`src/phc_pkg.sv`:
```
// Shared types, register codes and constants for the pump hysteresis controller.
`timescale 1ns / 1ps

package phc_pkg;

  typedef enum logic [2:0] {
    ACT_TICK    = 3'd0,
    ACT_SAMPLE  = 3'd1,
    ACT_MAN_ON  = 3'd2,
    ACT_MAN_OFF = 3'd3,
    ACT_EMERG   = 3'd4,
    ACT_RELEASE = 3'd5
  } action_e;

  typedef enum logic [2:0] {
    REG_LOW_THR   = 3'd0,
    REG_HIGH_THR  = 3'd1,
    REG_MIN_OFF   = 3'd2,
    REG_MAX_RUN   = 3'd3,
    REG_DEC_PER   = 3'd4,
    REG_DAILY_LIM = 3'd5
  } reg_e;

  localparam int unsigned ADDR_W = 5;

  localparam logic [31:0] DAY_MS        = 32'd86400000;
  localparam logic [31:0] MS_PER_S      = 32'd1000;
  localparam logic [5:0]  DAY_COUNT_MAX = 6'd63;

  // x / 1000 == (x * RECIP_1000) >> RECIP_SHIFT for every 32-bit x.
  localparam int unsigned RECIP_W     = 29;
  localparam int unsigned PROD_W      = 32 + RECIP_W;
  localparam int unsigned RECIP_SHIFT = 38;
  localparam logic [RECIP_W-1:0] RECIP_1000 = 29'h10624DD3;

  localparam logic [9:0]  LOW_THR_RST   = 10'd300;
  localparam logic [9:0]  HIGH_THR_RST  = 10'd700;
  localparam logic [31:0] MIN_OFF_RST   = 32'd300000;
  localparam logic [31:0] MAX_RUN_RST   = 32'd600000;
  localparam logic [31:0] DEC_PER_RST   = 32'd5000;
  localparam logic [5:0]  DAILY_LIM_RST = 6'd50;

  typedef struct packed {
    logic [9:0]  low_threshold;
    logic [9:0]  high_threshold;
    logic [31:0] min_off_interval;
    logic [31:0] max_run_time;
    logic [31:0] decision_period;
    logic [5:0]  daily_limit;
  } cfg_t;

  typedef struct packed {
    action_e     action;
    logic [31:0] now_ms;
    logic        hw_safe;
    logic [9:0]  humidity;
    logic [31:0] run_duration;
  } item_t;

  typedef struct packed {
    logic       accepted;
    logic       pump_on;
    logic       emergency_latched;
    logic       manual_active;
    logic [5:0] activations_today;
  } res_t;

  typedef struct packed {
    logic        accrue;
    logic [31:0] diff;
  } accr_t;

endpackage

```
`src/phc_cfg.sv`:
```
// APB register file holding the controller thresholds and timing limits.
`timescale 1ns / 1ps

module phc_cfg (
  input  logic                       clk_i,
  input  logic                       rst_ni,
  input  logic                       psel_i,
  input  logic                       penable_i,
  input  logic                       pwrite_i,
  input  logic [phc_pkg::ADDR_W-1:0] paddr_i,
  input  logic [31:0]                pwdata_i,
  output logic [31:0]                prdata_o,
  output logic                       pready_o,
  output phc_pkg::cfg_t              cfg_o
);

  phc_pkg::cfg_t cfg_q;
  phc_pkg::reg_e idx;
  logic          wr_en;

  assign idx      = phc_pkg::reg_e'(paddr_i[4:2]);
  assign pready_o = 1'b1;
  assign wr_en    = psel_i && penable_i && pwrite_i;
  assign cfg_o    = cfg_q;

  always_ff @(posedge clk_i or negedge rst_ni) begin
    if (!rst_ni) begin
      cfg_q.low_threshold    <= phc_pkg::LOW_THR_RST;
      cfg_q.high_threshold   <= phc_pkg::HIGH_THR_RST;
      cfg_q.min_off_interval <= phc_pkg::MIN_OFF_RST;
      cfg_q.max_run_time     <= phc_pkg::MAX_RUN_RST;
      cfg_q.decision_period  <= phc_pkg::DEC_PER_RST;
      cfg_q.daily_limit      <= phc_pkg::DAILY_LIM_RST;
    end else if (wr_en) begin
      case (idx)
        phc_pkg::REG_LOW_THR:   cfg_q.low_threshold    <= pwdata_i[9:0];
        phc_pkg::REG_HIGH_THR:  cfg_q.high_threshold   <= pwdata_i[9:0];
        phc_pkg::REG_MIN_OFF:   cfg_q.min_off_interval <= pwdata_i;
        phc_pkg::REG_MAX_RUN:   cfg_q.max_run_time     <= pwdata_i;
        phc_pkg::REG_DEC_PER:   cfg_q.decision_period  <= pwdata_i;
        phc_pkg::REG_DAILY_LIM: cfg_q.daily_limit      <= pwdata_i[5:0];
        default: ;
      endcase
    end
  end

  always_comb begin
    case (idx)
      phc_pkg::REG_LOW_THR:   prdata_o = {22'd0, cfg_q.low_threshold};
      phc_pkg::REG_HIGH_THR:  prdata_o = {22'd0, cfg_q.high_threshold};
      phc_pkg::REG_MIN_OFF:   prdata_o = cfg_q.min_off_interval;
      phc_pkg::REG_MAX_RUN:   prdata_o = cfg_q.max_run_time;
      phc_pkg::REG_DEC_PER:   prdata_o = cfg_q.decision_period;
      phc_pkg::REG_DAILY_LIM: prdata_o = {26'd0, cfg_q.daily_limit};
      default:                prdata_o = '0;
    endcase
  end

endmodule

```
`src/phc_ctrl.sv`:
```
// Pump state machine: timers, hysteresis decision, safety and emergency handling.
`timescale 1ns / 1ps

module phc_ctrl (
  input  logic           clk_i,
  input  logic           rst_ni,
  input  logic           en_i,
  input  phc_pkg::item_t item_i,
  input  phc_pkg::cfg_t  cfg_i,
  output phc_pkg::res_t  res_o,
  output phc_pkg::accr_t accr_o
);

  logic        running_q, running_d;
  logic        emerg_q, emerg_d;
  logic        manual_q, manual_d;
  logic [31:0] last_dec_q, last_dec_d;
  logic [31:0] last_stop_q, last_stop_d;
  logic [31:0] start_q, start_d;
  logic [31:0] deadline_q, deadline_d;
  logic [31:0] last_acc_q, last_acc_d;
  logic [31:0] last_day_q, last_day_d;
  logic [5:0]  day_q, day_d;

  logic        acc;
  logic        accrue;
  logic [31:0] diff_acc;
  logic [31:0] since_stop;
  logic [31:0] since_dec;
  logic [31:0] since_start;
  logic [31:0] since_day;
  logic        safe_now;
  logic        start_ok;
  logic [31:0] dur_sel;
  logic [31:0] dur_c;
  logic [31:0] deadline_new;
  logic [5:0]  day_inc;
  logic [5:0]  day_after;
  logic [31:0] now;

  always_comb begin
    running_d   = running_q;
    emerg_d     = emerg_q;
    manual_d    = manual_q;
    last_dec_d  = last_dec_q;
    last_stop_d = last_stop_q;
    start_d     = start_q;
    deadline_d  = deadline_q;
    last_acc_d  = last_acc_q;
    last_day_d  = last_day_q;
    day_d       = day_q;
    acc         = 1'b0;
    accrue      = 1'b0;
    day_after   = day_q;

    now          = item_i.now_ms;
    diff_acc     = now - last_acc_q;
    since_stop   = now - last_stop_q;
    since_dec    = now - last_dec_q;
    since_start  = now - start_q;
    since_day    = now - last_day_q;
    safe_now     = !emerg_q && item_i.hw_safe && (day_q <= cfg_i.daily_limit);
    start_ok     = safe_now && !running_q;
    dur_sel      = (item_i.action == phc_pkg::ACT_MAN_ON) ? item_i.run_duration
                                                          : cfg_i.max_run_time;
    dur_c        = (dur_sel > cfg_i.max_run_time) ? cfg_i.max_run_time : dur_sel;
    deadline_new = (dur_c != 32'd0) ? now + dur_c : 32'd0;
    day_inc      = (day_q < phc_pkg::DAY_COUNT_MAX) ? day_q + 6'd1 : day_q;

    if (en_i) begin
      case (item_i.action)
        phc_pkg::ACT_TICK: begin
          if (running_q) begin
            if (diff_acc >= phc_pkg::MS_PER_S) begin
              accrue     = 1'b1;
              last_acc_d = now;
            end
            if (((deadline_q != 32'd0) && (now >= deadline_q)) ||
                (since_start >= cfg_i.max_run_time)) begin
              running_d   = 1'b0;
              last_stop_d = now;
              manual_d    = 1'b0;
              deadline_d  = 32'd0;
              acc         = 1'b1;
            end
          end
          if (since_day > phc_pkg::DAY_MS) begin
            day_after  = 6'd0;
            day_d      = 6'd0;
            last_day_d = now;
          end
          if (running_d &&
              !(!emerg_q && item_i.hw_safe && (day_after <= cfg_i.daily_limit))) begin
            running_d   = 1'b0;
            last_stop_d = now;
            manual_d    = 1'b0;
            deadline_d  = 32'd0;
            acc         = 1'b1;
          end
        end
        phc_pkg::ACT_SAMPLE: begin
          if (!emerg_q && !manual_q && (since_dec >= cfg_i.decision_period)) begin
            last_dec_d = now;
            if (!running_q) begin
              if ((item_i.humidity < cfg_i.low_threshold) &&
                  (since_stop >= cfg_i.min_off_interval) && start_ok) begin
                running_d  = 1'b1;
                start_d    = now;
                manual_d   = 1'b0;
                day_d      = day_inc;
                deadline_d = deadline_new;
                acc        = 1'b1;
              end
            end else if (item_i.humidity >= cfg_i.high_threshold) begin
              running_d   = 1'b0;
              last_stop_d = now;
              manual_d    = 1'b0;
              deadline_d  = 32'd0;
              acc         = 1'b1;
            end
          end
        end
        phc_pkg::ACT_MAN_ON: begin
          if (start_ok) begin
            running_d  = 1'b1;
            start_d    = now;
            manual_d   = 1'b1;
            day_d      = day_inc;
            deadline_d = deadline_new;
            acc        = 1'b1;
          end
        end
        phc_pkg::ACT_MAN_OFF: begin
          if (running_q) begin
            running_d   = 1'b0;
            last_stop_d = now;
            manual_d    = 1'b0;
            deadline_d  = 32'd0;
            acc         = 1'b1;
          end
        end
        phc_pkg::ACT_EMERG: begin
          running_d  = 1'b0;
          emerg_d    = 1'b1;
          manual_d   = 1'b0;
          deadline_d = 32'd0;
          acc        = 1'b1;
        end
        phc_pkg::ACT_RELEASE: begin
          if (!emerg_q) begin
            acc = 1'b1;
          end else if (item_i.hw_safe) begin
            emerg_d = 1'b0;
            acc     = 1'b1;
          end
        end
        default: ;
      endcase
    end

    res_o.accepted          = acc;
    res_o.pump_on           = running_d;
    res_o.emergency_latched = emerg_d;
    res_o.manual_active     = manual_d;
    res_o.activations_today = day_d;
    accr_o.accrue           = accrue;
    accr_o.diff             = diff_acc;
  end

  always_ff @(posedge clk_i or negedge rst_ni) begin
    if (!rst_ni) begin
      running_q   <= 1'b0;
      emerg_q     <= 1'b0;
      manual_q    <= 1'b0;
      last_dec_q  <= 32'd0;
      last_stop_q <= 32'd0;
      start_q     <= 32'd0;
      deadline_q  <= 32'd0;
      last_acc_q  <= 32'd0;
      last_day_q  <= 32'd0;
      day_q       <= 6'd0;
    end else begin
      running_q   <= running_d;
      emerg_q     <= emerg_d;
      manual_q    <= manual_d;
      last_dec_q  <= last_dec_d;
      last_stop_q <= last_stop_d;
      start_q     <= start_d;
      deadline_q  <= deadline_d;
      last_acc_q  <= last_acc_d;
      last_day_q  <= last_day_d;
      day_q       <= day_d;
    end
  end

endmodule

```
`src/phc_rt.sv`:
```
// Runtime accumulator: converts elapsed milliseconds to seconds and sums them.
`timescale 1ns / 1ps

module phc_rt (
  input  logic           clk_i,
  input  logic           rst_ni,
  input  logic           load2_i,
  input  logic           load3_i,
  input  logic           valid1_i,
  input  logic           valid2_i,
  input  phc_pkg::accr_t accr1_i,
  output logic [31:0]    runtime_seconds_o
);

  logic                       accr2_q;
  logic [phc_pkg::PROD_W-1:0] prod_q;
  logic [phc_pkg::PROD_W-1:0] prod_d;
  logic [31:0]                total_q;
  logic [31:0]                secs;

  assign prod_d = phc_pkg::PROD_W'(accr1_i.diff) * phc_pkg::PROD_W'(phc_pkg::RECIP_1000);
  assign secs   = 32'(prod_q[phc_pkg::PROD_W-1:phc_pkg::RECIP_SHIFT]);
  assign runtime_seconds_o = total_q;

  always_ff @(posedge clk_i) begin
    if (load2_i) begin
      prod_q <= prod_d;
    end
  end

  always_ff @(posedge clk_i or negedge rst_ni) begin
    if (!rst_ni) begin
      accr2_q <= 1'b0;
      total_q <= 32'd0;
    end else begin
      if (load2_i) begin
        accr2_q <= valid1_i && accr1_i.accrue;
      end
      if (load3_i && valid2_i && accr2_q) begin
        total_q <= total_q + secs;
      end
    end
  end

endmodule

```
`src/pump_hysteresis_controller_top.sv`:
```
// Top level of the pump hysteresis controller with stream ports and APB config.
//   channel  | direction | handshake                  | contents
//   s_axis   | in        | s_axis_tvalid/tready       | one action word
//   m_axis   | out       | m_axis_tvalid/tready       | one result word per action
//   apb      | in/out    | psel, penable, pready      | six config registers
// One word is accepted per cycle while the output is not stalled; each word passes
// the four-register path input, state, multiplier, sum.
// The runtime divide by 1000 is a reciprocal multiply with its own register stage.
// Reset is asynchronous and active low and needs no clearing pass.
// A stalled output holds its word; input is taken while any stage is free.
`timescale 1ns / 1ps

module pump_hysteresis_controller_top (
  input  logic                       clk_i,
  input  logic                       rst_ni,
  input  logic                       s_axis_tvalid_i,
  output logic                       s_axis_tready_o,
  // now_ms[31:0], hw_safe[32], humidity[42:33], run_duration[74:43], zeros
  input  logic [79:0]                s_axis_tdata_i,
  // action[2:0]
  input  logic [2:0]                 s_axis_tuser_i,
  output logic                       m_axis_tvalid_o,
  input  logic                       m_axis_tready_i,
  // accepted[0], pump_on[1], emergency_latched[2], manual_active[3],
  // activations_today[9:4], runtime_seconds[41:10], zeros
  output logic [47:0]                m_axis_tdata_o,
  input  logic                       psel_i,
  input  logic                       penable_i,
  input  logic                       pwrite_i,
  input  logic [phc_pkg::ADDR_W-1:0] paddr_i,
  input  logic [31:0]                pwdata_i,
  output logic [31:0]                prdata_o,
  output logic                       pready_o
);

  phc_pkg::cfg_t  cfg;
  phc_pkg::item_t in0_q;
  phc_pkg::res_t  res_ctrl;
  phc_pkg::res_t  res1_q, res2_q, res3_q;
  phc_pkg::accr_t accr_ctrl;
  phc_pkg::accr_t accr1_q;
  logic           v0_q, v1_q, v2_q, v3_q;
  logic           en0, en1, en2, en3;
  logic [31:0]    runtime;

  assign en3 = !v3_q || m_axis_tready_i;
  assign en2 = !v2_q || en3;
  assign en1 = !v1_q || en2;
  assign en0 = !v0_q || en1;

  assign s_axis_tready_o = en0;
  assign m_axis_tvalid_o = v3_q;
  assign m_axis_tdata_o  = {6'd0, runtime, res3_q.activations_today,
                            res3_q.manual_active, res3_q.emergency_latched,
                            res3_q.pump_on, res3_q.accepted};

  always_ff @(posedge clk_i or negedge rst_ni) begin
    if (!rst_ni) begin
      v0_q <= 1'b0;
      v1_q <= 1'b0;
      v2_q <= 1'b0;
      v3_q <= 1'b0;
    end else begin
      if (en0) v0_q <= s_axis_tvalid_i;
      if (en1) v1_q <= v0_q;
      if (en2) v2_q <= v1_q;
      if (en3) v3_q <= v2_q;
    end
  end

  always_ff @(posedge clk_i) begin
    if (en0) begin
      in0_q.action       <= phc_pkg::action_e'(s_axis_tuser_i);
      in0_q.now_ms       <= s_axis_tdata_i[31:0];
      in0_q.hw_safe      <= s_axis_tdata_i[32];
      in0_q.humidity     <= s_axis_tdata_i[42:33];
      in0_q.run_duration <= s_axis_tdata_i[74:43];
    end
    if (en1) begin
      res1_q  <= res_ctrl;
      accr1_q <= accr_ctrl;
    end
    if (en2) res2_q <= res1_q;
    if (en3) res3_q <= res2_q;
  end

  phc_cfg u_cfg (
    .clk_i     (clk_i),
    .rst_ni    (rst_ni),
    .psel_i    (psel_i),
    .penable_i (penable_i),
    .pwrite_i  (pwrite_i),
    .paddr_i   (paddr_i),
    .pwdata_i  (pwdata_i),
    .prdata_o  (prdata_o),
    .pready_o  (pready_o),
    .cfg_o     (cfg)
  );

  phc_ctrl u_ctrl (
    .clk_i  (clk_i),
    .rst_ni (rst_ni),
    .en_i   (v0_q && en1),
    .item_i (in0_q),
    .cfg_i  (cfg),
    .res_o  (res_ctrl),
    .accr_o (accr_ctrl)
  );

  phc_rt u_rt (
    .clk_i             (clk_i),
    .rst_ni            (rst_ni),
    .load2_i           (en2),
    .load3_i           (en3),
    .valid1_i          (v1_q),
    .valid2_i          (v2_q),
    .accr1_i           (accr1_q),
    .runtime_seconds_o (runtime)
  );

endmodule

```
`config.mk`:
```
export PLATFORM = sky130hd
export DESIGN_NAME = pump_hysteresis_controller_top
export DESIGN_NICKNAME = d
export VERILOG_FILES = /design/src/phc_pkg.sv /design/src/phc_cfg.sv /design/src/phc_ctrl.sv /design/src/phc_rt.sv /design/src/pump_hysteresis_controller_top.sv
export SDC_FILE = /design/constraint.sdc
export NUM_CORES = 2
export LEC_CHECK = 0
export ABC_CLOCK_PERIOD_IN_PS = 7300
export CORE_AREA = 2 2 341 276
export DETAILED_ROUTE_END_ITERATION = 10
export DIE_AREA = 0 0 343 278
export DONT_BUFFER_PORTS = 1
export PLACE_DENSITY_LB_ADDON = 0.08
export REMOVE_ABC_BUFFERS = 1
export SETUP_SLACK_MARGIN = 0.1
export SLEW_MARGIN = 20
export SYNTH_ARGS = -nofsm -noshare
export SYNTH_HDL_FRONTEND = slang
export SYNTH_SLANG_ARGS = --single-unit
```
`constraint.sdc`:
```
create_clock -name clk_i -period 7.3 [get_ports clk_i]
set_input_delay 0.365 -clock clk_i [delete_from_list [all_inputs] [get_ports clk_i]]
set_output_delay 0.365 -clock clk_i [all_outputs]
set_load 0.01 [all_outputs]
```
==> results.cfg <==
[grt]
grt_first_pass_wirelength_um = 223300
total_routing_resource_utilization_after_global_routing_pct = 30.42
antenna_found_initial = 3
remaining_global_route_overflow = 0
largest_net_degree_at_the_start_of_global_routing = 361
first_global_vias = 38570

[critical_path]
worstReg2RegEnd = u_rt.prod_q[58]
timing_worst_setup_path_type = reg -> reg
critPathCaptureType = register
timing.critical_path.max_delay_family = adder cells
ff2ff_path_depth = 23
crit_arrival_ps = 7420
critical_r2r_launch = accr1_q[11]
worst_path_max_stage_delay_ps = 600
r2r_setup_slack_ps = 260
worst_path_max_delay_cell = sky130_fd_sc_hd__fa_1
crit_path_cell_trace = ha_1 > inv_1 > fa_2 > fa_1 > inv_1 > fa_1 > inv_1 > fa_1 > fa_1 > inv_1 > fa_1 > fa_1 > ha_4 > a21oi_4 > o211ai_1 > o311a_1 > buf_6 > o21ai_4 > a31oi_4 > a21oi_2 > o21ai_2 > o41ai_2 > xnor2_1
timing.critical_path.depth = 23
worst-path-max-fanout = 5
critPathRequiredTime_ps = 7680
critPathMostFrequentCell = sky130_fd_sc_hd__fa_1
worstPathBufferInverterCount = 5
cp-start-kind = register

[yosys]
synth_cell_types = 93
instance_count_of_the_mapped_netlist = 5246
synth.top_cells.by_area = sky130_fd_sc_hd__ha_1 (20%), sky130_fd_sc_hd__dfrtp_1 (16%), sky130_fd_sc_hd__fa_1 (12%)
synthesis.yosys.warnings = 0
yosys.area.top_type_share_pct = 19.66
synth_top_flop_cell = sky130_fd_sc_hd__dfrtp_1
summed_instance_area_of_the_synthesized_netlist_um2 = 50220
syn_area_per_cell_um2 = 9.573
number_of_enable_flip_flop_cells_after_synthesis = 164
synthArstFlopShare_pct = 68.70
yosysSeqAreaShare_pct = 27.83
synth.area.mux_share_pct = 4.537
synthXorXnorAreaFrac_pct = 3.157
synth-compound-area-share_pct = 14.68
synth-adder-area-share_pct = 31.81
post-synth-top-count-cell = sky130_fd_sc_hd__inv_1
area_leader_netlist = sky130_fd_sc_hd__ha_1
synth_simple_gate_area_share_pct = 10.19
synth_commonest_cells = sky130_fd_sc_hd__inv_1 (914), sky130_fd_sc_hd__ha_1 (789), sky130_fd_sc_hd__nand2_1 (369)
synth_top_family_by_area = adder cells
synth.ff_latch_count = 524

[clock_network]
cts.reportedPaths.clkPinSlew_ps = 60
cts_root_buf = sky130_fd_sc_hd__clkbuf_16
tritoncts_num_sinks = 524
cts_tree = built
max-clock-path-buffers = 3
cts_buffers = 56
htree_levels = 2
worst_skew_pair.late_latency_ps = 660
ctsHoldBuffers = 112

[cells_and_area]
fin_area_um2 = 56680
area_overhead_of_the_layout_relative_to_synthesis_pct = 12.87
final_net_count = 6751
drive_gt1_share_pct = 10.40
final-instance-count-excl-fill = 6806
final_util_pct = 61.55
fillers = 7881

[sta]
fin_worst_skew_ps = 31.46
fin_crit_sh_pct = 96.41
setup_violations = 0
worst_pin_slew_ps = 1082
slew_headroom_pct = 27.09
hold_ws_ps = -598.6
post-route-min-period_ps = 7038
final_hold_viol_count = 360
fmax_mhz = 142.1
rsz0062_at_grt = true
finalMaxSlewViolations = 0

[drt]
detailroute.wirelength.met2_um = 60190
met3WireLength_um = 13000
detail_route.wirelength.met1_um = 67590
via_count = 38940
drt_drc_violations_left = 0
dr_wl_cell_um = 21.15
routed_wirelength_um = 144000
routed_via_density = 5.721
top_signal_layer_used = met4
drt_iter0_drc = 3178
postRouteAntennaNets = 0
detailedRoute.firstPassIterationCount = 5

[placement]
placement.io_buffers = 0
place.detailed.instances = 6554
dpl-instance-area_um2 = 52860
dp.final_hpwl_um = 112600
globalplace.congestion = 0.9346

[worst_hold_path]
hold_path_class = in -> async

[floorplan]
fp.coreArea_um2 = 92090
die_w_um = 343
pin_count = 210
die_height_um = 278
floorplan.initialDensity_pct = 54.54
die-area_um2 = 95350
std_cell_rows = 100

[status]
run_status = finished, violations left
violations_in_the_final_reports = negative hold slack

[job]
max-cap-violations = 0
==> final cells by class <==
| cell class | count | area (um2) | area share [%] |
|---|---|---|---|
| multi-input combinational | 3701 | 32950 | 58.12 |
| sequential | 524 | 13980 | 24.66 |
| inverter | 914 | 3431 | 6.053 |
| timing repair buffer | 333 | 2889 | 5.097 |
| clock buffer | 78 | 1585 | 2.797 |
| tap | 1224 | 1531 | 2.702 |
| clock inverter | 28 | 314.1 | 0.5540 |
| antenna | 4 | 10.01 | 0.01766 |
==> layer usage <==
metal  vias to the layer above  track usage (%)
met5                         -                0
met4                         0            6.382
met3                       164            7.739
met2                      1138            44.88
met1                     18950            44.95
li1                      18680                -
==> registers in the layout (all words and copies together), names as in the netlist, 6 cells and up <==
name,cells
accr1_q,33
u_ctrl.last_day_q,32
u_ctrl.deadline_q,32
u_ctrl.day_q,6
in0_q,78
u_ctrl.last_stop_q,32
u_ctrl.start_q,32
u_cfg.cfg_o,122
u_ctrl.last_dec_q,32
res1_q,10
m_axis_tdata_o,10
u_ctrl.last_acc_q,32
u_rt.prod_q,23
res2_q,10
u_rt.runtime_seconds_o,32
==> worst max-delay path by stage <==
stage,slack (ps),endpoint,startpoint
floorplan,-2130,u_ctrl.deadline_q[30],in0_q[76]
global placement,-270,u_rt.prod_q[59],accr1_q[13]
detailed placement,-320,u_rt.prod_q[59],accr1_q[8]
CTS,60,u_rt.prod_q[59],accr1_q[23]
global route,50,u_rt.prod_q[59],accr1_q[11]
finish,260,u_rt.prod_q[58],accr1_q[11]
==> placed cells by master, fill, tap and decap left out, types with 30 or more instances in the layout <==
master,n
sky130_fd_sc_hd__nand2b_1,42
sky130_fd_sc_hd__buf_4,206
sky130_fd_sc_hd__xor2_1,48
sky130_fd_sc_hd__clkbuf_16,57
sky130_fd_sc_hd__a31oi_1,30
sky130_fd_sc_hd__o21a_1,47
sky130_fd_sc_hd__a22o_1,30
sky130_fd_sc_hd__edfxtp_1,164
sky130_fd_sc_hd__dlygate4sd3_1,112
sky130_fd_sc_hd__o21ai_0,353
sky130_fd_sc_hd__a21oi_1,278
sky130_fd_sc_hd__inv_1,910
sky130_fd_sc_hd__nand2_1,368
sky130_fd_sc_hd__dfstp_2,34
sky130_fd_sc_hd__nand3_1,74
sky130_fd_sc_hd__a21o_1,136
sky130_fd_sc_hd__xnor2_1,132
sky130_fd_sc_hd__nor2b_1,42
sky130_fd_sc_hd__nor3_1,59
sky130_fd_sc_hd__nor2_1,214
sky130_fd_sc_hd__mux2_2,94
sky130_fd_sc_hd__ha_1,773
sky130_fd_sc_hd__nor4_1,41
sky130_fd_sc_hd__nand4_1,49
sky130_fd_sc_hd__fa_1,290
sky130_fd_sc_hd__dfrtp_1,326
sky130_fd_sc_hd__mux2i_1,45
sky130_fd_sc_hd__and3_1,40
==> through the flow <==
step,TNS (ps),worst slack (ps)
5_1_grt,0,50.83
3_5_place_dp,-1459,-319.9
6_report,0,262.4
4_1_cts,0,61.20
3_3_place_gp,-1131,-268.0
2_1_floorplan,-48500,-2133
==> worst register-to-register path, delay by kind of cell (launching register included) <==
| kind | cells | cell delay [ps] |
|---|---|---|
| adder cells (fa/ha/maj) | 9 | 3960 |
| AO/OA/AOI/OAI | 8 | 1820 |
| flip-flops | 1 | 550 |
| buffers and inverters | 5 | 340 |
| XOR/XNOR | 1 | 110 |
==> cells by family (layout without fill, tap and decap cells) <==
logic type | Yosys count | after routing
AO/OA/AOI/OAI | 1168 | 1168
other | 2 | 11
buffers and inverters | 1026 | 1353
AND/OR/NAND/NOR | 1058 | 1058
multiplexers | 193 | 193
adder cells (fa/ha/maj) | 1094 | 1094
XOR/XNOR | 181 | 181
flip-flops | 524 | 524
==> timing repair <==
action,CTS,global route
hold endpoints to repair,562,360
gates resized for setup,9,100
setup endpoints to repair,9,115
pin swaps,2,57
setup buffers,7,23
Power is left out: the tool's default activity adds up to more than one toggle a clock period on the data nets, which glitch-free logic cannot reach.
